### src/design/rhhr_pkg.sv
package rhhr_pkg;

  // command codes carried in s_tuser
  localparam logic [1:0] CMD_UP   = 2'd0;
  localparam logic [1:0] CMD_DOWN = 2'd1;
  localparam logic [1:0] CMD_COMP = 2'd2;
  localparam logic [1:0] CMD_PASS = 2'd3;

  // configuration register indexes
  localparam logic [1:0] CFG_PALE      = 2'd0;
  localparam logic [1:0] CFG_MODERATE  = 2'd1;
  localparam logic [1:0] CFG_SATURATED = 2'd2;

  // step register reset values, Q0.16 of a turn
  localparam logic [15:0] STEP_PALE_RST      = 16'd14564;
  localparam logic [15:0] STEP_MODERATE_RST  = 16'd10082;
  localparam logic [15:0] STEP_SATURATED_RST = 16'd6363;

  typedef struct packed {
    logic [7:0] red;
    logic [7:0] green;
    logic [7:0] blue;
  } rgb_t;

  // classified pixel handed from the front end to the back end
  typedef struct packed {
    logic [1:0]  cmd;
    rgb_t        pix;
    logic [8:0]  sum;   // max + min
    logic [7:0]  diff;  // max - min
    logic [7:0]  den;   // saturation divisor
    logic [10:0] num;   // hue numerator, below 6 * diff when diff is nonzero
  } pix_class_t;

  // piece of the HSL to RGB channel curve
  typedef enum logic [1:0] {
    CH_RAMP,
    CH_HIGH,
    CH_LOW
  } ch_mode_t;

endpackage

### src/design/rhhr_div.sv
module rhhr_div import rhhr_pkg::*; #(
  parameter int FRAC_BITS = 16
) (
  input  logic             clk,
  input  logic             rst,
  input  logic             en,
  input  logic             in_valid,
  input  pix_class_t       in_item,
  output logic             out_valid,
  output pix_class_t       out_item,
  output logic [FRAC_BITS:0] l_quo,
  output logic [FRAC_BITS:0] s_quo,
  output logic [FRAC_BITS:0] h_quo
);

  // one quotient bit per stage: integer bit, then FRAC_BITS fraction bits
  localparam int NS = FRAC_BITS + 1;
  localparam int FW = FRAC_BITS + 1;
  localparam int RW = 12;
  localparam int DW = 11;
  // lightness = sum * 2^(FRAC_BITS-1) / 255 = sum * L_A + sum * L_B / 255
  localparam int L_A = (1 << (FRAC_BITS - 1)) / 255;
  localparam int L_B = (1 << (FRAC_BITS - 1)) % 255;
  // ceil(2^25 / 255), exact floor division by 255 for operands below 2^17
  localparam logic [17:0] L_RECIP = 18'd131587;

  logic [16:0]   l_y;
  logic [34:0]   l_yp;
  logic [FW-1:0] l_val;

  // lanes: 0 saturation, 1 hue
  logic [RW-1:0] rem  [NS][2];
  logic [DW-1:0] dv   [NS][2];
  logic [FW-1:0] quo  [NS][2];
  logic [FW-1:0] lq   [NS];
  logic          vld  [NS];
  pix_class_t    item [NS];

  logic [RW-1:0] c_par [NS][2];
  logic [RW-1:0] c_rem [NS][2];
  logic [DW-1:0] c_dv  [NS][2];
  logic [FW-1:0] c_quo [NS][2];
  logic          c_bit [NS][2];
  logic [FW-1:0] c_lq  [NS];
  logic          c_vld [NS];
  pix_class_t    c_item [NS];

  // lightness by reciprocal multiplication, carried alongside the divider
  always_comb begin
    l_y   = 17'(in_item.sum) * 17'(L_B);
    l_yp  = 35'(l_y) * 35'(L_RECIP);
    l_val = FW'(in_item.sum) * FW'(L_A) + FW'(l_yp[34:25]);
  end

  // stage inputs and one compare-subtract per lane and stage
  always_comb begin
    c_par[0][0] = RW'(in_item.diff);
    c_par[0][1] = RW'(in_item.num);
    c_dv[0][0]  = DW'(in_item.den);
    c_dv[0][1]  = (DW'(in_item.diff) << 2) + (DW'(in_item.diff) << 1);
    c_lq[0]     = l_val;
    c_vld[0]    = in_valid;
    c_item[0]   = in_item;
    for (int j = 0; j < 2; j++) begin
      c_quo[0][j] = '0;
    end
    for (int k = 1; k < NS; k++) begin
      c_vld[k]  = vld[k-1];
      c_item[k] = item[k-1];
      c_lq[k]   = lq[k-1];
      for (int j = 0; j < 2; j++) begin
        c_par[k][j] = {rem[k-1][j][RW-2:0], 1'b0};
        c_dv[k][j]  = dv[k-1][j];
        c_quo[k][j] = quo[k-1][j];
      end
    end
    for (int k = 0; k < NS; k++) begin
      for (int j = 0; j < 2; j++) begin
        c_bit[k][j] = c_par[k][j] >= {1'b0, c_dv[k][j]};
        c_rem[k][j] = c_bit[k][j] ? c_par[k][j] - {1'b0, c_dv[k][j]} : c_par[k][j];
      end
    end
  end

  always_ff @(posedge clk) begin
    if (rst) begin
      for (int k = 0; k < NS; k++) vld[k] <= 1'b0;
    end else if (en) begin
      for (int k = 0; k < NS; k++) vld[k] <= c_vld[k];
    end
  end

  always_ff @(posedge clk) begin
    if (en) begin
      for (int k = 0; k < NS; k++) begin
        item[k] <= c_item[k];
        lq[k]   <= c_lq[k];
        for (int j = 0; j < 2; j++) begin
          rem[k][j] <= c_rem[k][j];
          dv[k][j]  <= c_dv[k][j];
          quo[k][j] <= {c_quo[k][j][FW-2:0], c_bit[k][j]};
        end
      end
    end
  end

  assign out_valid = vld[NS-1];
  assign out_item  = item[NS-1];
  assign l_quo     = lq[NS-1];
  assign s_quo     = quo[NS-1][0];
  assign h_quo     = quo[NS-1][1];

endmodule

### config.mk
export PLATFORM = sky130hd
export DESIGN_NAME = rhhr_div
export DESIGN_NICKNAME = d
export VERILOG_FILES = /design/src/design/rhhr_pkg.sv /design/src/design/rhhr_div.sv
export SDC_FILE = /design/constraint.sdc
export NUM_CORES = 2
export LEC_CHECK = 0
export BUFFER_PORTS_ARGS = -buffer_cell sky130_fd_sc_hd__clkbuf_2
export CORE_MARGIN = 1
export CORE_UTILIZATION = 56
export CTS_CLUSTER_DIAMETER = 60
export DETAILED_ROUTE_END_ITERATION = 10
export GPL_ROUTABILITY_DRIVEN = 0
export PLACE_DENSITY = 0.75
export SLEW_MARGIN = 25
export SYNTH_ARGS = -nofsm -noshare
export SYNTH_HDL_FRONTEND = slang
export SYNTH_SLANG_ARGS = --single-unit
### constraint.sdc
create_clock -name clk -period 4 [get_ports clk]
set_clock_uncertainty 0.1 [all_clocks]
set_input_delay 0.2 -clock clk [delete_from_list [all_inputs] [get_ports clk]]
set_output_delay 0.2 -clock clk [all_outputs]
set_load 0.02 [all_outputs]
==> summary.md <==
| Metric | Value |
|---|---|
| Hold Crit Class | input pin to flip-flop |
| Yosys warning total | 0 |
| Int Pwr | 45.5 mW |
| Area contributors post-synth | edfxtp_1 (77%), ha_1 (5.2%), inv_1 (1.9%) |
| Post-synth top area cell | edfxtp_1 |
| Antenna violations before repair | 1 |
| Top-area cell type share of the netlist area | 77.2% |
| TritonCTS Buffers | 208 |
| Syn_nets | 5339 |
| Sequential share of power | 48.3% |
| Number of synthesized register bits | around 2100 |
| Clock power share | 32.4% |
| Clock sink count | 2144 |
| Placed insts | 7048 |
| Critical path cell sequence | dlygate4sd3_1 > clkbuf_2 > buf_4 > ha_1 > ha_1 > fa_1 > ha_4 > nand2_1 > o211ai_1 > a41oi_2 > or3_1 > o21ai_0 > xor2_1 > ha_2 > inv_1 > fa_2 > nand3b_1 > nor2_2 > xor2_1 |
| GR peak layer | met2 |
| Grt met1 use | 19.3% |
| CP max-delay cell | dlygate4sd3_1 |
| Fin crit share | approximately 96% |
| Pwr Density | between 600 and 700 mW/mm^2 |
| Logic pwr share | 19.3% |
| DR iter-0 viols | between 2000 and 2500 |
| Post-synth top flop | edfxtp_1 |
| Final hold vios | 0 |
| Antenna-violating nets left | 0 |
| Cells on worst reg2reg path | 8 |
| Top cells by count, synth | edfxtp_1 (2144), inv_1 (427), ha_1 (344), nor2_1 (265), nand2_1 (199) |
| FMAX | 261 MHz |
| Share of cells above drive strength 1 | 13.2% |
| Max cap viols | 0 |
| IO buf count | 179 |
| Die Wd | 388 microns |
| Clock period minus worst slack | 3.84 ns |
| 1st-pass router iterations | 5 |
| Top-count cell post-synth | edfxtp_1 |
| Via Count | 40100 |
| FP Rows | 141 |
| CP max stage delay | between 0.5 and 0.6 ns |
| Clock Latency Late Sink | 0.82 ns |
| Routed wire length per instance | 16.6 microns |
| Met2 Resource Use GR | 30.7% |
| Num ports | between 150 and 200 |
| Status | complete, no violations |
| Worst Path Required | 4.47 ns |
| Die Area | ~0.15 sq mm |
| Leak Pwr | 35.4 nW |
| Cell Area, Synth | 0.0834 sq mm |
| Syn Inst Count | just under 5000 |
| Sw Share | around 26% |
| Crit Path Class | input pin to flip-flop |
| Vias per cell | 5.32 |
| Drt total wl | ~130000 microns |
| Library cells used by synthesis | 63 |
| Post-synthesis sequential area ratio | 77.2% |
| Filler instances | 9857 |
| Initial core utilization | 56.4% |
| Clk buf depth | 3 |
| Slew @ Worst Pin | 1.01 ns |
| Depth of the CTS H-tree | 4 |
| Number of global-route vias before repair | 41300 |
| Grt met3 use | 3.02% |
| GRT Residual Overflow | 0 |
| Final worst slack | 0.162 ns |
| Crit end category | flip-flop |
| Startpoint types | input pin |
| Largest net degree at the start of global routing | 120 |
| Hold path cells | 2 |
| Slew Limit Fails | 0 |
| Sw power | 15.8 mW |
| Area grow syn2layout | 14.6% |
| Async SR Flop Fraction | 0% |
| Slew HR | approximately a third |
| Finished Layout Cells | 7533 |
| RSZ-0062 raised after global routing | no |
| Nets | 5872 |
| Max VDD drop | approximately 0.44 mV |
| Post-synth EDFFs | roughly 2100 |
| Worst-path clk slew | about 0.06 ns |
| Root buf cell | clkbuf_16 |
| Post-layout util | between 60% and 70% |
| # setup viols final | 0 |
| Core area | 0.148 sq mm |
| Remaining routing DRC violations | 0 |
| Hpwl dp | 75900 microns |
| Crit path DAT | about 4.3 ns |
| Die height | 388 microns |
| Syn_area_per_cell | 17.0 sq um |
| First-pass GRT wire length | around 200000 microns |
| Tot Pwr | 61.3 mW |
| Pre-CTS setup slack | -0.278 ns |
| CP Max Fanout | 3 |
| N_diodes | 0 |
| CTS tree | done |
| Total GRT Usage | 16.7% |
sequential cells by signal, summed over array words and instances (netlist names):
register  cells
lq          289
dv          144
quo         306
rem         335
vld          17
item       1053
path summary, 6_finish.rpt:
path | start | to | slack [ns]
worst min register to register | item[3][54]$_DFFE_PP_ | item[4][54]$_DFFE_PP_ | 0.27
worst min-delay path | in_item[19] | item[0][19]$_DFFE_PP_ | 0.08
worst max register to register | dv[0][2]$_DFFE_PP_ | rem[1][4]$_DFFE_PP_ | 0.95
worst max-delay path | in_item[34] | lq[0][15]$_DFFE_PP_ | 0.16
kinds of logic after synthesis:
group | Yosys count | synth area share (%)
flip-flops | 2144 | 77.2
multiplexers | 172 | 2.32
AO/OA/AOI/OAI | 696 | 5.51
AND/OR/NAND/NOR | 852 | 4.87
adder cells (fa/ha/maj) | 380 | 6.02
XOR/XNOR | 190 | 2.00
buffers and inverters | 459 | 2.09
layout make-up:
cell class / instances / area [sq um] / area share, %
clock inverters: 147 / 1700 / 1.78
repair buffers: 355 / 2790 / 2.92
well taps: 1930 / 2410 / 2.53
flip-flops and latches: 2144 / 64400 / 67.4
inverters: 427 / 1600 / 1.68
clock buffers: 240 / 5370 / 5.62
multi-input cells: 2290 / 17300 / 18.1
layer usage:
layer	vias up	routed length, microns
met4	0	3650
met3	267	4610
met5	-	0
met1	19500	50200
met2	793	66700
li1	19600	-
cell usage in the layout (no fill, tap or decap), types with 42 or more instances in the layout:
master / n
a21oi_1: 142
buf_4: 53
clkbuf_16: 210
clkbuf_2: 178
clkinv_1: 47
dlygate4sd3_1: 98
edfxtp_1: 2144
ha_1: 342
inv_1: 427
mux2_2: 140
nand2_1: 198
nand2b_1: 42
nand3_1: 68
nor2_1: 264
nor2b_1: 66
nor3_1: 64
o21a_1: 70
o21ai_0: 181
xnor2_1: 122
xor2_1: 68
power by group through the flow:
stage          Sequential [mW]  Combinational, mW  Clock (mW)
6_report                  29.6               11.8        19.8
2_1_floorplan             29.6               8.96           0
5_1_grt                   29.9               13.2        21.2
3_5_place_dp              30.0               11.5           0
3_3_place_gp              29.9               11.1           0
4_1_cts                   29.6               11.8        20.3
critical path: cells and delay by family:
family | cells | cell delay, ns
buf+inv | 4 | 0.84
fa+ha+maj | 6 | 1.77
compound gates | 3 | 0.50
xor+xnor | 2 | 0.25
simple gates | 4 | 0.72
through the flow:
stage | cell area [sq um] | hold slack, ns | setup TNS [ns]
floorplan | 83400 | 0.199 | 0
global placement | 87500 | 0.276 | -0.250
detailed placement | 87500 | 0.279 | -1.57
CTS | 95500 | 0.00390 | 0
global route | 95600 | 0.0373 | 0
finish | 95600 | 0.0828 | 0
repair_timing:
item	in CTS	in global routing
resized for setup	0	7
setup endpoints to repair	0	11
setup buffers	0	0
hold buffers	98	0
hold endpoints to repair	210	0
No activity file was read; power rests on OpenSTA's default activity.
