$ cat src/design/rhhr_pkg.sv
package rhhr_pkg;

  // command codes carried in s_tuser
  localparam logic [1:0] CMD_UP   = 2'd0;
  localparam logic [1:0] CMD_DOWN = 2'd1;
  localparam logic [1:0] CMD_COMP = 2'd2;
  localparam logic [1:0] CMD_PASS = 2'd3;

  // configuration register indexes
  localparam logic [1:0] CFG_PALE      = 2'd0;
  localparam logic [1:0] CFG_MODERATE  = 2'd1;
  localparam logic [1:0] CFG_SATURATED = 2'd2;

  // step register reset values, Q0.16 of a turn
  localparam logic [15:0] STEP_PALE_RST      = 16'd14564;
  localparam logic [15:0] STEP_MODERATE_RST  = 16'd10082;
  localparam logic [15:0] STEP_SATURATED_RST = 16'd6363;

  typedef struct packed {
    logic [7:0] red;
    logic [7:0] green;
    logic [7:0] blue;
  } rgb_t;

  // classified pixel handed from the front end to the back end
  typedef struct packed {
    logic [1:0]  cmd;
    rgb_t        pix;
    logic [8:0]  sum;   // max + min
    logic [7:0]  diff;  // max - min
    logic [7:0]  den;   // saturation divisor
    logic [10:0] num;   // hue numerator, below 6 * diff when diff is nonzero
  } pix_class_t;

  // piece of the HSL to RGB channel curve
  typedef enum logic [1:0] {
    CH_RAMP,
    CH_HIGH,
    CH_LOW
  } ch_mode_t;

endpackage

$ cat src/design/rhhr_queue.sv
module rhhr_queue import rhhr_pkg::*; (
  input  logic       clk,
  input  logic       rst,
  input  logic       push_valid,
  output logic       push_ready,
  input  pix_class_t push_data,
  output logic       pop_valid,
  input  logic       pop_en,
  output pix_class_t pop_data
);

  localparam int DEPTH = 4;

  pix_class_t entries [DEPTH];
  logic [1:0] wr_ptr, rd_ptr;
  logic [2:0] count;
  logic       push, pop;

  assign push_ready = (count != 3'(DEPTH));
  assign pop_valid  = (count != 3'd0);
  assign push       = push_valid && push_ready;
  assign pop        = pop_en && pop_valid;
  assign pop_data   = entries[rd_ptr];

  // pointers and fill count
  always_ff @(posedge clk) begin
    if (rst) begin
      wr_ptr <= 2'd0;
      rd_ptr <= 2'd0;
      count  <= 3'd0;
    end else begin
      if (push) wr_ptr <= wr_ptr + 2'd1;
      if (pop)  rd_ptr <= rd_ptr + 2'd1;
      if (push && !pop)      count <= count + 3'd1;
      else if (pop && !push) count <= count - 3'd1;
    end
  end

  always_ff @(posedge clk) begin
    if (push) begin
      entries[wr_ptr] <= push_data;
    end
  end

  a_count_bound: assert property (@(posedge clk) disable iff (rst)
    count <= 3'(DEPTH)) else $error("queue count beyond depth");
  a_count_up: assert property (@(posedge clk) disable iff (rst)
    push && !pop |=> count == $past(count) + 3'd1) else $error("queue push lost");
  a_count_down: assert property (@(posedge clk) disable iff (rst)
    pop && !push |=> count == $past(count) - 3'd1) else $error("queue pop lost");
  a_ptr_gap: assert property (@(posedge clk) disable iff (rst)
    (count == 3'd0 || count == 3'(DEPTH)) |-> wr_ptr == rd_ptr)
    else $error("queue pointers disagree with count");

endmodule

$ cat config.mk
export PLATFORM = sky130hd
export DESIGN_NAME = rhhr_queue
export DESIGN_NICKNAME = d
export VERILOG_FILES = /design/src/design/rhhr_pkg.sv /design/src/design/rhhr_queue.sv
export SDC_FILE = /design/constraint.sdc
export NUM_CORES = 1
export LEC_CHECK = 0
export BUFFER_PORTS_ARGS = -buffer_cell sky130_fd_sc_hd__buf_2
export CAP_MARGIN = 5
export CORE_ASPECT_RATIO = 0.6
export CORE_UTILIZATION = 61
export CTS_CLUSTER_DIAMETER = 40
export CTS_CLUSTER_SIZE = 40
export DETAILED_ROUTE_END_ITERATION = 12
export GPL_TIMING_DRIVEN = 0
export PLACE_DENSITY = 0.85
export SYNTH_ARGS = -nofsm -noshare
export SYNTH_HDL_FRONTEND = slang
export SYNTH_SLANG_ARGS = --single-unit
$ cat constraint.sdc
create_clock -name clk -period 4.6 [get_ports clk]
set_input_delay 0.69 -clock clk [delete_from_list [all_inputs] [get_ports clk]]
set_output_delay 0.69 -clock clk [all_outputs]
set_load 0.05 [all_outputs]
==> run_summary.xml <==
<?xml version="1.0" encoding="UTF-8"?>
<metrics>
  <group name="setup_path">
    <metric name="critPathMaxFanout" unit="">10</metric>
    <metric name="worst_r2r_startpoint" unit="">count[0]</metric>
    <metric name="r2r_end" unit="">count[2]</metric>
    <metric name="setup.worst_path.start_class" unit="">flop</metric>
    <metric name="setup.worst_path.end" unit="">pop_data[15]</metric>
    <metric name="criticalPathCategory" unit="">flop to output pin</metric>
    <metric name="worst_ep_required_time" unit="ns">3.91</metric>
    <metric name="setup.worst_path.end_class" unit="">output pin</metric>
    <metric name="worst_r2r_path_depth" unit="">8</metric>
    <metric name="setup.reg_to_reg.worst_slack" unit="ns">2.30</metric>
    <metric name="timing.critical_path.arrival" unit="ns">2.12</metric>
  </group>
  <group name="yosys">
    <metric name="multiplexer_fraction_of_the_synthesized_cell_area" unit="">0.151</metric>
    <metric name="synthSimpleGateAreaFrac" unit="">0.00884</metric>
    <metric name="syn-instance-count" unit="">372</metric>
    <metric name="mappedNetlistArea" unit="sq um">9480</metric>
    <metric name="avgSynthCellArea" unit="sq um">25.5</metric>
    <metric name="dominant_combinational_cell_family_by_area_after_synthesis" unit="">multiplexers</metric>
    <metric name="ys_types" unit="">24</metric>
    <metric name="yosysWarnings" unit="">0</metric>
    <metric name="synth_compound_area_frac" unit="">0.00396</metric>
    <metric name="yosys_register_bits" unit="">257</metric>
    <metric name="syn_nets" unit="">444</metric>
    <metric name="yosys.area_share.xor_xnor" unit="">0.00369</metric>
    <metric name="synth.yosys.seq_area_share" unit="">0.804</metric>
    <metric name="adder_cell_share_of_the_synthesized_area" unit="">0.00871</metric>
  </group>
  <group name="min_path">
    <metric name="hp-class" unit="">primary input to flop</metric>
    <metric name="timing.hold.worst.start" unit="">push_data[34]</metric>
  </group>
  <group name="floorplan">
    <metric name="floorplan.rows" unit="">34</metric>
    <metric name="die_area" unit="sq um">16100</metric>
    <metric name="design.core.area" unit="sq um">14800</metric>
    <metric name="die_span_x" unit="microns">163</metric>
    <metric name="die_y" unit="microns">98.6</metric>
    <metric name="floorplan.initialDensity" unit="">0.639</metric>
    <metric name="i_o_pin_count" unit="">130</metric>
  </group>
  <group name="routing">
    <metric name="routed-via-count" unit="">4258</metric>
    <metric name="drt-initial-drc-count" unit="">372</metric>
    <metric name="wl_per_cell" unit="microns">21.7</metric>
    <metric name="route.antenna.remaining_nets" unit="">0</metric>
    <metric name="routed_via_density" unit="">5.78</metric>
    <metric name="totalWireLength" unit="microns">16000</metric>
    <metric name="firstDrtPassIters" unit="">5</metric>
    <metric name="final_routed_drc_violation_total" unit="">0</metric>
  </group>
  <group name="sta">
    <metric name="fin_worst_skew" unit="ns">0.00898</metric>
    <metric name="slew_viol_final" unit="">0</metric>
    <metric name="worst_tran_pin_value" unit="ns">0.497</metric>
    <metric name="tns" unit="ns">0</metric>
    <metric name="post-route-min-period" unit="ns">2.81</metric>
    <metric name="final_worst_path_setup_slack" unit="ns">1.79</metric>
    <metric name="min_period_over_period" unit="">0.611</metric>
    <metric name="finalSetupViolations" unit="">0</metric>
    <metric name="hold_viol_final" unit="">0</metric>
    <metric name="grt_setup_unrepaired" unit="">no</metric>
    <metric name="hold_ws" unit="ns">0.407</metric>
    <metric name="fmaxAchievable" unit="MHz">356</metric>
    <metric name="relSlewSlack" unit="">0.669</metric>
  </group>
  <group name="clock_network">
    <metric name="cts-hold-fix-buffers" unit="">0</metric>
    <metric name="clk_latency" unit="ns">0.49</metric>
    <metric name="cts-resized-gates" unit="">0</metric>
    <metric name="ctsRootBufferMaster" unit="">sky130_fd_sc_hd__clkbuf_16</metric>
    <metric name="clkSinkCount" unit="">257</metric>
    <metric name="numCtsBuffers" unit="">19</metric>
    <metric name="cts.htree.levels" unit="">1</metric>
    <metric name="buffers_inserted_by_post_cts_timing_repair" unit="">0</metric>
    <metric name="clock_tree.buffer_depth" unit="">3</metric>
    <metric name="clk_pin_slew_worst_paths" unit="ns">0.08</metric>
    <metric name="tritoncts" unit="">done</metric>
  </group>
  <group name="global_route">
    <metric name="grt_max_degree" unit="">35</metric>
    <metric name="grt_first_pass_wirelength" unit="microns">24700</metric>
    <metric name="grt_antenna_before_repair" unit="">3</metric>
    <metric name="sum_of_overflow_across_all_layers_after_global_routing" unit="">0</metric>
    <metric name="grt_use_total" unit="">0.207</metric>
    <metric name="grt_pass1_vias" unit="">4475</metric>
  </group>
  <group name="layout">
    <metric name="final_layout_size_suffix_gt1_frac" unit="">0.451</metric>
    <metric name="nFillCells" unit="">812</metric>
    <metric name="layout-area-overhead-vs-synth" unit="%">17.3</metric>
    <metric name="design.final.nets" unit="">597</metric>
    <metric name="final_cell_area" unit="sq um">11100</metric>
  </group>
  <group name="placement">
    <metric name="placed_cell_area" unit="sq um">10500</metric>
    <metric name="post_placement_setup_slack" unit="ns">2.10</metric>
    <metric name="buffer_ports.inserted" unit="">128</metric>
    <metric name="sum_of_net_half_perimeters_after_detailed_placement" unit="microns">9920</metric>
    <metric name="place.gp.congestion" unit="">0.751</metric>
  </group>
  <group name="outcome">
    <metric name="status" unit="">completed</metric>
  </group>
  <group name="pwr">
    <metric name="p_per_area" unit="nW/um^2">630</metric>
    <metric name="design_power_total" unit="W">0.00701</metric>
    <metric name="vdd.ir_drop.worst" unit="uV">491</metric>
    <metric name="static-leakage-power" unit="nW">3.77</metric>
  </group>
  <group name="flow_run">
    <metric name="drv_cap" unit="">0</metric>
  </group>
</metrics>
registers in the layout (all words and copies together) (netlist names), named ones only:
| register | flops |
|---|---|
| count | 3 |
| entries | 248 |
| rd_ptr | 2 |
| wr_ptr | 2 |
report_power, final:
part           switching (W)  internal (W)
Combinational        0.00158      0.000776
Clock               0.000792      0.000953
Sequential         0.0000702       0.00284
Total                0.00244       0.00457
cells by family after synthesis:
family / after synthesis
AND/OR/NAND/NOR: 17
multiplexers: 65
AO/OA/AOI/OAI: 5
adder cells (fa/ha/maj): 6
flip-flops: 257
buffers and inverters: 18
XOR/XNOR: 4
layout make-up:
cell class	instances	area, sq um	area share
Tap cell	198	248	0.0223
Clock inverter	14	184	0.0165
Antenna cell	2	5.00	0.000450
Timing Repair Buffer	132	721	0.0648
Inverter	3	11.3	0.00101
Buffer	15	169	0.0152
Sequential cell	257	7630	0.686
Multi-Input combinational cell	97	1680	0.151
Clock buffer	19	475	0.0427
cells in the final DEF, fill, tap and decap left out:
| cell | count |
|---|---|
| sky130_fd_sc_hd__buf_2 | 134 |
| sky130_fd_sc_hd__clkinvlp_4 | 1 |
| sky130_fd_sc_hd__nor2_1 | 8 |
| sky130_fd_sc_hd__clkinv_4 | 1 |
| sky130_fd_sc_hd__a21boi_2 | 1 |
| sky130_fd_sc_hd__o311ai_0 | 1 |
| sky130_fd_sc_hd__xor2_1 | 4 |
| sky130_fd_sc_hd__mux4_1 | 2 |
| sky130_fd_sc_hd__inv_1 | 3 |
| sky130_fd_sc_hd__a21oi_1 | 1 |
| sky130_fd_sc_hd__mux2_2 | 1 |
| sky130_fd_sc_hd__and2_4 | 4 |
| sky130_fd_sc_hd__clkbuf_16 | 19 |
| sky130_fd_sc_hd__clkbuf_1 | 2 |
| sky130_fd_sc_hd__inv_8 | 2 |
| sky130_fd_sc_hd__o31ai_1 | 1 |
| sky130_fd_sc_hd__diode_2 | 2 |
| sky130_fd_sc_hd__inv_6 | 3 |
| sky130_fd_sc_hd__buf_6 | 1 |
| sky130_fd_sc_hd__clkinv_2 | 1 |
| sky130_fd_sc_hd__clkinv_1 | 2 |
| sky130_fd_sc_hd__o21ai_0 | 1 |
| sky130_fd_sc_hd__nand2_1 | 1 |
| sky130_fd_sc_hd__mux4_2 | 60 |
| sky130_fd_sc_hd__mux2i_1 | 2 |
| sky130_fd_sc_hd__buf_12 | 10 |
| sky130_fd_sc_hd__clkinv_8 | 1 |
| sky130_fd_sc_hd__fa_1 | 1 |
| sky130_fd_sc_hd__or3_1 | 2 |
| sky130_fd_sc_hd__nand2b_1 | 2 |
| sky130_fd_sc_hd__edfxtp_1 | 248 |
| sky130_fd_sc_hd__dfxtp_1 | 9 |
| sky130_fd_sc_hd__bufinv_16 | 3 |
| sky130_fd_sc_hd__ha_1 | 5 |
how the worst min path moves through the flow:
stage / depth (start not counted) / slack, ns / end
after floorplan: 2 / 0.48 / wr_ptr[1]
after global placement: 2 / 0.49 / wr_ptr[1]
after detailed placement: 2 / 0.52 / flop
after CTS: 1 / 0.39 / entries[1][44]
after global routing: 1 / 0.39 / entries[2][0]
final: 1 / 0.41 / entries[3][34]
critical path, cell delays in order (launching register included):
cell,delay [ns]
sky130_fd_sc_hd__dfxtp_1,0.31
sky130_fd_sc_hd__clkbuf_1,0.36
sky130_fd_sc_hd__buf_2,0.36
sky130_fd_sc_hd__mux4_2,0.38
sky130_fd_sc_hd__buf_2,0.23
through the flow:
stage / cells / utilization
2_1_floorplan: 372 / -
3_3_place_gp: 698 / 0.698
3_5_place_dp: 702 / 0.705
4_1_cts: 735 / 0.749
5_1_grt: 735 / 0.749
6_report: 737 / 0.749
metal layers:
layer	up-vias	global-route usage	routed length, microns
li1	1877	-	-
met1	2203	0.295	6830
met2	147	0.325	7640
met3	27	0.0631	1230
met4	4	0.0424	280
met5	-	0	22
synth_stat cells (all sizes together):
master	number	area (sq um)
o21ai	1	5.00
ha	5	62.6
or3	2	12.5
dfxtp	9	180
nor2	8	30.0
fa	1	20.0
a21oi	1	5.00
clkbuf	2	7.51
nand2b	2	12.5
mux4	62	1400
inv	3	11.3
mux2	1	11.3
nand2	1	3.75
buf	13	161
o311ai	1	8.76
xor2	4	35.0
mux2i	2	20.0
a21boi	1	11.3
o31ai	1	7.51
and2	4	25.0
edfxtp	248	7450
No activity file was read; power rests on OpenSTA's default activity.
