[config.mk]
export PLATFORM = sky130hd
export DESIGN_NAME = rhhr_front
export DESIGN_NICKNAME = d
export VERILOG_FILES = /design/src/design/rhhr_pkg.sv /design/src/design/rhhr_front.sv
export SDC_FILE = /design/constraint.sdc
export NUM_CORES = 1
export LEC_CHECK = 0
export CAP_MARGIN = 20
export CORE_MARGIN = 8
export CORE_UTILIZATION = 45
export DETAILED_ROUTE_END_ITERATION = 8
export DONT_BUFFER_PORTS = 1
export MAX_ROUTING_LAYER = met4
export PLACE_DENSITY = 0.7
export SLEW_MARGIN = 10
export SYNTH_ARGS = -nofsm -noshare
export SYNTH_HDL_FRONTEND = slang
export SYNTH_SLANG_ARGS = --single-unit
[constraint.sdc]
create_clock -name clk -period 11.8 [get_ports clk]
set_clock_uncertainty 0.2 [all_clocks]
set_input_delay 2.36 -clock clk [delete_from_list [all_inputs] [get_ports clk]]
set_output_delay 2.36 -clock clk [all_outputs]
set_load 0.02 [all_outputs]
[src/design/rhhr_pkg.sv]
package rhhr_pkg;

  // command codes carried in s_tuser
  localparam logic [1:0] CMD_UP   = 2'd0;
  localparam logic [1:0] CMD_DOWN = 2'd1;
  localparam logic [1:0] CMD_COMP = 2'd2;
  localparam logic [1:0] CMD_PASS = 2'd3;

  // configuration register indexes
  localparam logic [1:0] CFG_PALE      = 2'd0;
  localparam logic [1:0] CFG_MODERATE  = 2'd1;
  localparam logic [1:0] CFG_SATURATED = 2'd2;

  // step register reset values, Q0.16 of a turn
  localparam logic [15:0] STEP_PALE_RST      = 16'd14564;
  localparam logic [15:0] STEP_MODERATE_RST  = 16'd10082;
  localparam logic [15:0] STEP_SATURATED_RST = 16'd6363;

  typedef struct packed {
    logic [7:0] red;
    logic [7:0] green;
    logic [7:0] blue;
  } rgb_t;

  // classified pixel handed from the front end to the back end
  typedef struct packed {
    logic [1:0]  cmd;
    rgb_t        pix;
    logic [8:0]  sum;   // max + min
    logic [7:0]  diff;  // max - min
    logic [7:0]  den;   // saturation divisor
    logic [10:0] num;   // hue numerator, below 6 * diff when diff is nonzero
  } pix_class_t;

  // piece of the HSL to RGB channel curve
  typedef enum logic [1:0] {
    CH_RAMP,
    CH_HIGH,
    CH_LOW
  } ch_mode_t;

endpackage

[src/design/rhhr_front.sv]
module rhhr_front import rhhr_pkg::*; (
  input  logic        clk,
  input  logic        rst,
  input  logic        s_tvalid,
  output logic        s_tready,
  input  logic [23:0] s_tdata,   // red, green, blue
  input  logic [1:0]  s_tuser,   // cmd
  output logic        out_valid,
  input  logic        out_ready,
  output pix_class_t  out_item
);

  logic       full_valid;
  pix_class_t item;
  pix_class_t item_next;

  logic [7:0]  r, g, b, mx, mn, d;
  logic [8:0]  sum;
  logic [10:0] d6;

  // min, max and hue sector of the incoming word
  always_comb begin
    r = s_tdata[7:0];
    g = s_tdata[15:8];
    b = s_tdata[23:16];
    mx = r;
    mn = r;
    if (g > mx) mx = g;
    if (b > mx) mx = b;
    if (g < mn) mn = g;
    if (b < mn) mn = b;
    d   = mx - mn;
    sum = {1'b0, mx} + {1'b0, mn};
    d6  = ({3'b0, d} << 2) + ({3'b0, d} << 1);

    item_next.cmd       = s_tuser;
    item_next.pix.red   = r;
    item_next.pix.green = g;
    item_next.pix.blue  = b;
    item_next.sum       = sum;
    item_next.diff      = d;
    item_next.den       = (sum < 9'd255) ? sum[7:0] : 8'(9'd510 - sum);
    // red wins ties, then green
    if (mx == r) begin
      item_next.num = (g >= b) ? {3'b0, g - b} : d6 - {3'b0, b - g};
    end else if (mx == g) begin
      item_next.num = ({3'b0, d} << 1) + {3'b0, b} - {3'b0, r};
    end else begin
      item_next.num = ({3'b0, d} << 2) + {3'b0, r} - {3'b0, g};
    end
  end

  assign s_tready  = !full_valid || out_ready;
  assign out_valid = full_valid;
  assign out_item  = item;

  always_ff @(posedge clk) begin
    if (rst) begin
      full_valid <= 1'b0;
    end else if (s_tready) begin
      full_valid <= s_tvalid;
    end
  end

  always_ff @(posedge clk) begin
    if (s_tvalid && s_tready) begin
      item <= item_next;
    end
  end

endmodule

==> impl_metrics.ini, run 1 <==
[clock_tree]
clk_pin_slew_ps = 50
cts_max_level = 3
post-cts-setup-buffers = 0
clock-sinks = 61
clk-insertion-delay-late_ps = 340
cts_tree = done
cts_resized = 0
cts_hold_buf = 0
root_buffer = clkbuf_16
cts_buffer_depth = 2
cts_made_buffers = 9

[grt]
grt_max_degree = 61
grt_antenna_before_repair = 0
grt_overflow_total = 0
grt_pass1_wl_mm = 24.09
grt_pass1_vias = 4589
grt_usage_pct = 17.69

[layout]
syn_to_final_growth_pct = 7.083
nets = 780
diodes = 0
drive_gt1_share_pct = 5.296

[floorplanning]
io_pins = 94
rows = 43
core_area_um2 = 13770
dieArea_um2 = 18060
dieWidth_um = 134.4
fp.dieH_um = 134.4
initial_core_util_pct = 45.78

[sta]
max_freq_ghz = 0.1030
slew_viol_final = 0
period_needed_ps = 9709
setup_viol = 0
tightestPinTransition_ps = 921.2
hold_violations = 0
rsz0062_at_grt = no
period_share_pct = 82.28
worst_slack_ps = 2091
slew_headroom_pct = 38.58
setup_tns_ps = 0

[synth]
synth_edf_count = 60
synth_area_per_cell_um2 = 9.869
synth.yosys.seq_area_share_pct = 28.89
yosys_warnings = 0
syn_inst = 639
synth_area_leaders = edfxtp_1 (29%), ha_1 (17%), fa_1 (7.9%)
synthDominantCellAreaShare_pct = 28.57
synthesis.area_um2 = 6306
synthFlopType = edfxtp_1
synth_common_cells = ha_1 (88), inv_1 (68), edfxtp_1 (60), xnor2_1 (57), a21oi_1 (50)
synthDominantAreaCellType = edfxtp_1
synth_seq_cells = 61
synthArstFlopShare_pct = 0
synthesis.nets = 782
yosysMostFrequentCell = ha_1
synth_cell_types = 51

[critical_path]
cp-end-kind = flip-flop
r2r_slack_ps = 9770
cp.arrival_ps = 9590
rr_worst_depth = 3
r2r-start = out_valid
path_class = in2reg
timing.rr.end = out_item[9]
crit_end = out_item[10]
slowest_stage = o31a_1
worst_path_most_repeated_cell = inv_1
crit_path_start = s_tdata[4]
cp_max_fo = 22
worstPathRequired_ps = 11680
max_stage_delay_ps = 630
start_kind = input pin

[outcome]
run_status = completed

[placement]
dp_slack_ps = 1716
place.gp.congestion = 0.9049
portBuffers = 0
dp_hpwl_mm = 12.29

[detailed_routing]
drt-total-wl_mm = 15.41
drtPass1Iterations = 4
antenna_left = 0
vias = 4606
drc = 0
drtIter0Drc = 306
wire_per_inst_um = 18.74
viasPerCell = 5.603

[run]
drv_cap = 0

[power]
powerDensity_nw_per_um2 = 343.4
ir_drop_mv = 0.2124
power.leakage_nw = 2.933

[hold_path]
hold_class = reg2reg
-- report_power, final --
group          leakage [nW]  internal (W)  total [W]  switching, W
sequential            0.589      0.000358   0.000457     0.0000988
combinational          2.21      0.000734    0.00162      0.000882
clock                 0.132      0.000153   0.000246     0.0000929
total                  2.93       0.00124    0.00232       0.00107
-- how the worst min path moves through the flow --
stage / from / end / slack [ps] / depth (start not counted)
final: out_valid / out_valid / 570 / 2
after global routing: out_valid / out_valid / 610 / 2
after CTS: out_valid / out_valid / 590 / 2
after detailed placement: out_valid / out_valid / 580 / 2
after global placement: out_valid / out_valid / 570 / 2
after floorplan: out_valid / out_valid / 530 / 2
-- layout by cell type, fill, tap and decap left out, drive strengths merged, types with 11 or more instances in the layout --
master | synthesis | layout
nand4 | 14 | 14
xor2 | 11 | 11
fa | 25 | 25
ha | 88 | 88
a21o | 16 | 16
o21ai | 30 | 30
xnor2 | 57 | 57
inv | 68 | 68
a21oi | 51 | 51
nor2 | 44 | 44
edfxtp | 60 | 60
mux2i | 42 | 42
clkbuf | 6 | 13
nand2 | 27 | 27
-- kinds of logic after synthesis --
group	share of synthesized area, %
mux	7.381
flops	28.89
simple gates	10.06
buf+inv	5.595
fa+ha+maj	25.40
xor+xnor	9.444
compound gates	13.23
-- routing by layer --
layer / share of wire (%) / vias up / global-route usage (%)
met5: 0 / - / -
met4: 1.8 / 0 / 6.488
met3: 6.5 / 19 / 5.236
met2: 46 / 151 / 26.84
met1: 46 / 2192 / 21.89
li1: - / 2244 / -
-- critical path, delay by kind of cell --
family / cells / cell delay (ps)
AOI/OAI and AO/OA: 11 / 2550
xor gates and xnor gates: 1 / 280
adders and majority gates: 6 / 1930
buffers and inverters: 6 / 740
muxes: 2 / 500
and+or+nand+nor: 8 / 1200
-- flip-flops by register name (all words and copies together) (netlist names) --
signal,flops
out_item,60
out_valid,1
-- final cells by class --
cell class / count / area (um2)
sequential: 61 / 1822
inverter: 68 / 255.2
fill: 1284 / 7020
tap: 180 / 225.2
multi-input combinational: 492 / 4133
clock buffer: 13 / 260.3
clock inverter: 3 / 20.02
timing repair buffer: 5 / 37.54
-- stage by stage --
stage          hold slack (ps)  power (W)  utilization [%]  instance area, um2  cells
6_report                 573.3   0.002319            49.03                6753    822
2_1_floorplan            529.0   0.001760                -                6306    639
3_5_place_dp             580.6   0.002070            46.99                6472    806
4_1_cts                  587.5   0.002333            49.03                6753    822
5_1_grt                  610.6   0.002520            49.03                6753    822
3_3_place_gp             569.0   0.002017            46.99                6472    806
No activity file was read; power rests on OpenSTA's default activity.
==> inputs of run 2 (changes only) <==
--- a/config.mk
+++ b/config.mk
@@ -11,7 +11,7 @@
 export DETAILED_ROUTE_END_ITERATION = 8
 export DONT_BUFFER_PORTS = 1
 export MAX_ROUTING_LAYER = met4
-export PLACE_DENSITY = 0.7
+export PLACE_DENSITY = 0.72
 export SLEW_MARGIN = 10
 export SYNTH_ARGS = -nofsm -noshare
 export SYNTH_HDL_FRONTEND = slang
==> constraint.sdc (replaced) <==
create_clock -name clk -period 8.4 [get_ports clk]
set_clock_uncertainty 0.2 [all_clocks]
set_input_delay 1.68 -clock clk [delete_from_list [all_inputs] [get_ports clk]]
set_output_delay 1.68 -clock clk [all_outputs]
set_load 0.02 [all_outputs]
==> run 2 against run 1 <==
Design area rose by 4.4%. Cell count rose by 3.6%. First-iteration DRC count is 3.6% higher. Worst setup slack got worse by 1700 ps. Global-route usage rose by 1.4 points. Routed wire length increased by 5.6%.
==> impl_metrics.ini, run 2 (synthesis results as in run 1) <==
[run]
drv_cap = 0

[grt]
grt_pass1_vias = 4782
grt_antenna_before_repair = 0
grt_pass1_wl_mm = 25.95
grt_max_degree = 61
grt_usage_pct = 19.07
grt_overflow_total = 0

[critical_path]
r2r_slack_ps = 6360
timing.rr.end = out_item[26]
start_kind = input pin
r2r-start = out_valid
path_class = in2reg
rr_worst_depth = 3
worstPathRequired_ps = 8300
cp_max_fo = 13
cp-end-kind = flip-flop
cp.arrival_ps = 7860

[sta]
slew_viol_final = 0
period_needed_ps = 7960
worst_slack_ps = 439.8
fin_hold_ws_ps = 584.9
period_share_pct = 94.76
max_freq_ghz = 0.1256
hold_violations = 0
setup_viol = 0
rsz0062_at_grt = no
tightestPinTransition_ps = 766.7
slew_headroom_pct = 48.54

[layout]
drive_gt1_share_pct = 11.16
diodes = 0
final_cell_mix = ha_1 (88), inv_1 (68), edfxtp_1 (60)
mostFrequentLayoutCell = ha_1
largest_register_ffs = 60
nets = 810
syn_to_final_growth_pct = 11.83

[placement]
place.gp.congestion = 0.8764
dp_slack_ps = -10.56
portBuffers = 0
dp_hpwl_mm = 13.00

[floorplanning]
initial_core_util_pct = 45.78
core_area_um2 = 13770
io_pins = 94
dieArea_um2 = 18060
fp.dieH_um = 134.4
rows = 43
dieWidth_um = 134.4

[outcome]
run_status = completed

[clock_tree]
clk-insertion-delay-late_ps = 340
root_buffer = clkbuf_16
post-cts-setup-buffers = 0
clock-sinks = 61
cts_resized = 0
clk_pin_slew_ps = 60
cts_max_level = 3
cts_buffer_depth = 2
cts_hold_buf = 0
cts_made_buffers = 9
cts_tree = done

[detailed_routing]
antenna_left = 0
drtPass1Iterations = 5
wire_per_inst_um = 19.10
drt-total-wl_mm = 16.27
drc = 0
viasPerCell = 5.482
vias = 4671
drtIter0Drc = 317

[hold_path]
whs_endpoint = out_valid
hp-start = out_valid
hold_class = reg2reg
whs_path_depth = 2

[power]
powerDensity_nw_per_um2 = 503.8
ir_drop_mv = 0.4270
power.leakage_nw = 3.102
run 2: cell types whose count changed in the layout (fill, tap and decap cells not counted), moves of 2 or more:
| cell | delta |
|---|---|
| nor2_1 | -2 |
| o21ai_1 | +2 |
| buf_4 | +29 |
| clkbuf_1 | -2 |
| nor2_2 | +2 |
| a21oi_2 | +4 |
| a21oi_1 | -4 |
| o21ai_0 | -3 |
run 2: per-stage QoR:
stage                     cell area [um2]  util (%)  std cells  total power, W  TNS [ps]
final                                7052     51.20        852        0.003553         0
after global routing                 7052     51.20        852        0.003892         0
after CTS                            7023     50.99        852        0.003571         0
after detailed placement             6721     48.80        836        0.003171    -10.56
after global placement               6721     48.80        836        0.003082         0
after floorplan                      6317         -        639        0.002476         0
run 2: how the worst max path moves through the flow:
stage,from,end,slack [ps],cells after the start
after floorplan,s_tdata[1],out_item[9],20,33
after global placement,s_tdata[1],out_item[9],110,34
after detailed placement,s_tdata[1],out_item[9],-10,34
after CTS,s_tdata[1],out_item[10],320,35
after global routing,s_tdata[1],out_item[9],20,33
final,s_tdata[1],out_item[9],440,26
run 2: cell type report:
class | count | area [um2]
fillers | 1302 | 6721
multi-input cells | 492 | 4173
flip-flops and latches | 61 | 1822
repair buffers | 35 | 275.3
inverters | 68 | 255.2
clock buffers | 10 | 239.0
well taps | 180 | 225.2
clock inverters | 6 | 62.56
run 2: worst max-delay path, cell delays in order:
cell and delay, ps:
inv_1 70, ha_1 350, nor2b_4 160, o211ai_2 100
a21oi_2 240, nor2_2 80, buf_4 200, o21ai_0 280
inv_1 130, ha_1 290, a31oi_1 70, buf_4 150
o21ai_2 210, buf_4 310, mux2i_1 380, fa_1 580
fa_1 580, fa_1 480, a21o_1 180, a21oi_1 190
nor2b_1 70, o21a_1 210, o41ai_1 360, xnor2_1 170
nor2_1 50, mux2_2 280
run 2: where the power goes:
part / internal, W / switching (W) / total (W)
logic: 0.00122 / 0.00132 / 0.00254
registers: 0.000503 / 0.000138 / 0.000640
clock network: 0.000236 / 0.000136 / 0.000372
run 2: layer usage:
layer  up-vias  part of all wire, %  global-route usage (%)
met4         0                  2.1                   8.172
met1      2193                   46                   23.99
met2       149                   46                   29.09
li1       2303                    -                       -
met5         -                    0                       -
met3        26                  6.0                   4.076
==> inputs of run 3 (changes only) <==
--- a/config.mk
+++ b/config.mk
@@ -10,7 +10,6 @@
 export CORE_UTILIZATION = 45
 export DETAILED_ROUTE_END_ITERATION = 8
 export DONT_BUFFER_PORTS = 1
-export MAX_ROUTING_LAYER = met4
 export PLACE_DENSITY = 0.72
 export SLEW_MARGIN = 10
 export SYNTH_ARGS = -nofsm -noshare
==> run 3 against run 2 <==
Largest cell class unchanged. Sequential power about the same. First-iteration DRC count decreased by 6.6%. Maximum frequency decreased by 1.6%.
==> impl_metrics.ini, run 3 (synthesis results as in run 1) <==
[outcome]
run_status = completed

[clock_tree]
clock-sinks = 61
clk_pin_slew_ps = 60
cts_buffer_depth = 2
cts_made_buffers = 9
root_buffer = clkbuf_16
cts_tree = done
cts_max_level = 3
clk-insertion-delay-late_ps = 340

[layout]
diodes = 0
final_cell_mix = ha_1 (88), inv_1 (68), edfxtp_1 (60)
mostFrequentLayoutCell = ha_1
largest_register_ffs = 60
final_area_um2 = 6972
fin_cells = 845
drive_gt1_share_pct = 9.774
post-route-util_pct = 50.62
syn_to_final_growth_pct = 10.56
nets = 803

[placement]
portBuffers = 0
place.gp.congestion = 0.8753
place_area_um2 = 6669
post-place-cells = 829
dp_hpwl_mm = 12.87

[detailed_routing]
drc = 0
antenna_left = 0
vias = 4740
drt-total-wl_mm = 16.21
viasPerCell = 5.609
drtIter0Drc = 296
wire_per_inst_um = 19.18
drtPass1Iterations = 5

[power]
power_switching_w = 0.001607
power_frac_comb_pct = 71.9
p_clk_share_pct = 9.8
power.leakage_nw = 3.061
p_int_w = 0.001891
powerDensity_nw_per_um2 = 501.7
switching_share_pct = 45.94
power_frac_seq_pct = 18.3
ir_drop_mv = 0.3159

[critical_path]
worstPathRequired_ps = 8300
cp.arrival_ps = 7990
cp-end-kind = flip-flop
cp_max_fo = 13
start_kind = input pin
r2r-start = out_valid
path_class = in2reg
crit_path_start = s_tdata[1]

[sta]
setup_viol = 0
tightestPinTransition_ps = 765.5
slew_viol_final = 0
setup_tns_ps = 0
max_freq_ghz = 0.1236
hold_violations = 0
period_share_pct = 96.32
period_needed_ps = 8091
slew_headroom_pct = 48.96

[hold_path]
hp-start = out_valid
hold_class = reg2reg

[grt]
grt_pass1_wl_mm = 25.26
grt_overflow_total = 0
grt_pass1_vias = 4801
grt_antenna_before_repair = 0
grt_usage_pct = 18.09
grt_max_degree = 61

[floorplanning]
rows = 43
dieWidth_um = 134.4
initial_core_util_pct = 45.78
io_pins = 94
dieArea_um2 = 18060
core_area_um2 = 13770
fp.dieH_um = 134.4

[run]
drv_cap = 0
run 3: changes by cell type in the layout (fill, tap and decap cells not counted), moves of 2 or more:
| cell | before | now |
|---|---|---|
| o21ai_1 | 5 | 2 |
| buf_4 | 34 | 27 |
| o21ai_0 | 22 | 25 |
| clkbuf_1 | 0 | 2 |
| a21oi_1 | 46 | 49 |
| a21oi_2 | 5 | 2 |
run 3: path summary, 6_finish.rpt:
path,to,slack (ps),cells past startpoint
max,out_item[9],310,28
min,out_valid,580,2
max reg2reg,out_item[20],6380,3
min reg2reg,out_valid,580,2
run 3: final cells by class:
type	instances	area, um2
tap	180	225.2
clock inverter	4	25.02
timing repair buffer	28	222.7
fill	1281	6802
multi-input combinational	492	4175
clock buffer	12	246.5
inverter	68	255.2
sequential	61	1822
run 3: critical path: stages:
cell and delay (ps):
inv_1 80, ha_1 350, nor2b_4 140, o211ai_2 140, a21oi_2 90, nor2_1 250
buf_4 230, nand2_1 60, o21ai_0 120, inv_1 130, ha_1 320, a21o_1 160
a21o_1 170, a21oi_1 210, o21ai_2 130, buf_4 230, mux2i_1 300, fa_1 600
fa_1 580, fa_1 490, a21o_1 190, a21oi_1 190, nor2b_1 70, o21a_1 200
o41ai_1 350, xnor2_1 180, nor2_1 50, mux2_2 280
run 3: per-stage QoR:
step                hold slack (ps)  total power [W]  setup slack [ps]
global route                  621.0         0.003795            -31.41
global placement              569.2         0.003022             55.68
finish                        578.1         0.003498             309.0
floorplan                     529.0         0.002476             19.03
detailed placement            585.8         0.003118            -73.43
CTS                           593.6         0.003492             259.0
run 3: layer usage:
| layer | GRT usage, % | share of wire, % |
|---|---|---|
| met1 | 22.84 | 46 |
| met2 | 29.15 | 46 |
| met3 | 4.338 | 5.7 |
| met4 | 7.112 | 2.0 |
| met5 | 0 | 0 |
run 3: timing repair:
item / in CTS / in global routing
endpoints found under the setup margin: 0 / 3
hold buffers: 0 / 0
setup buffers: 0 / 0
resized for setup: 0 / 7
run 3: power by group through the flow:
| stage | logic (W) | clock network [W] | registers (W) |
|---|---|---|---|
| after floorplan | 0.00185 | 0 | 0.000631 |
| after global placement | 0.00237 | 0 | 0.000651 |
| after detailed placement | 0.00247 | 0 | 0.000652 |
| after CTS | 0.00249 | 0.000352 | 0.000647 |
| after global routing | 0.00278 | 0.000361 | 0.000652 |
| final | 0.00252 | 0.000342 | 0.000640 |
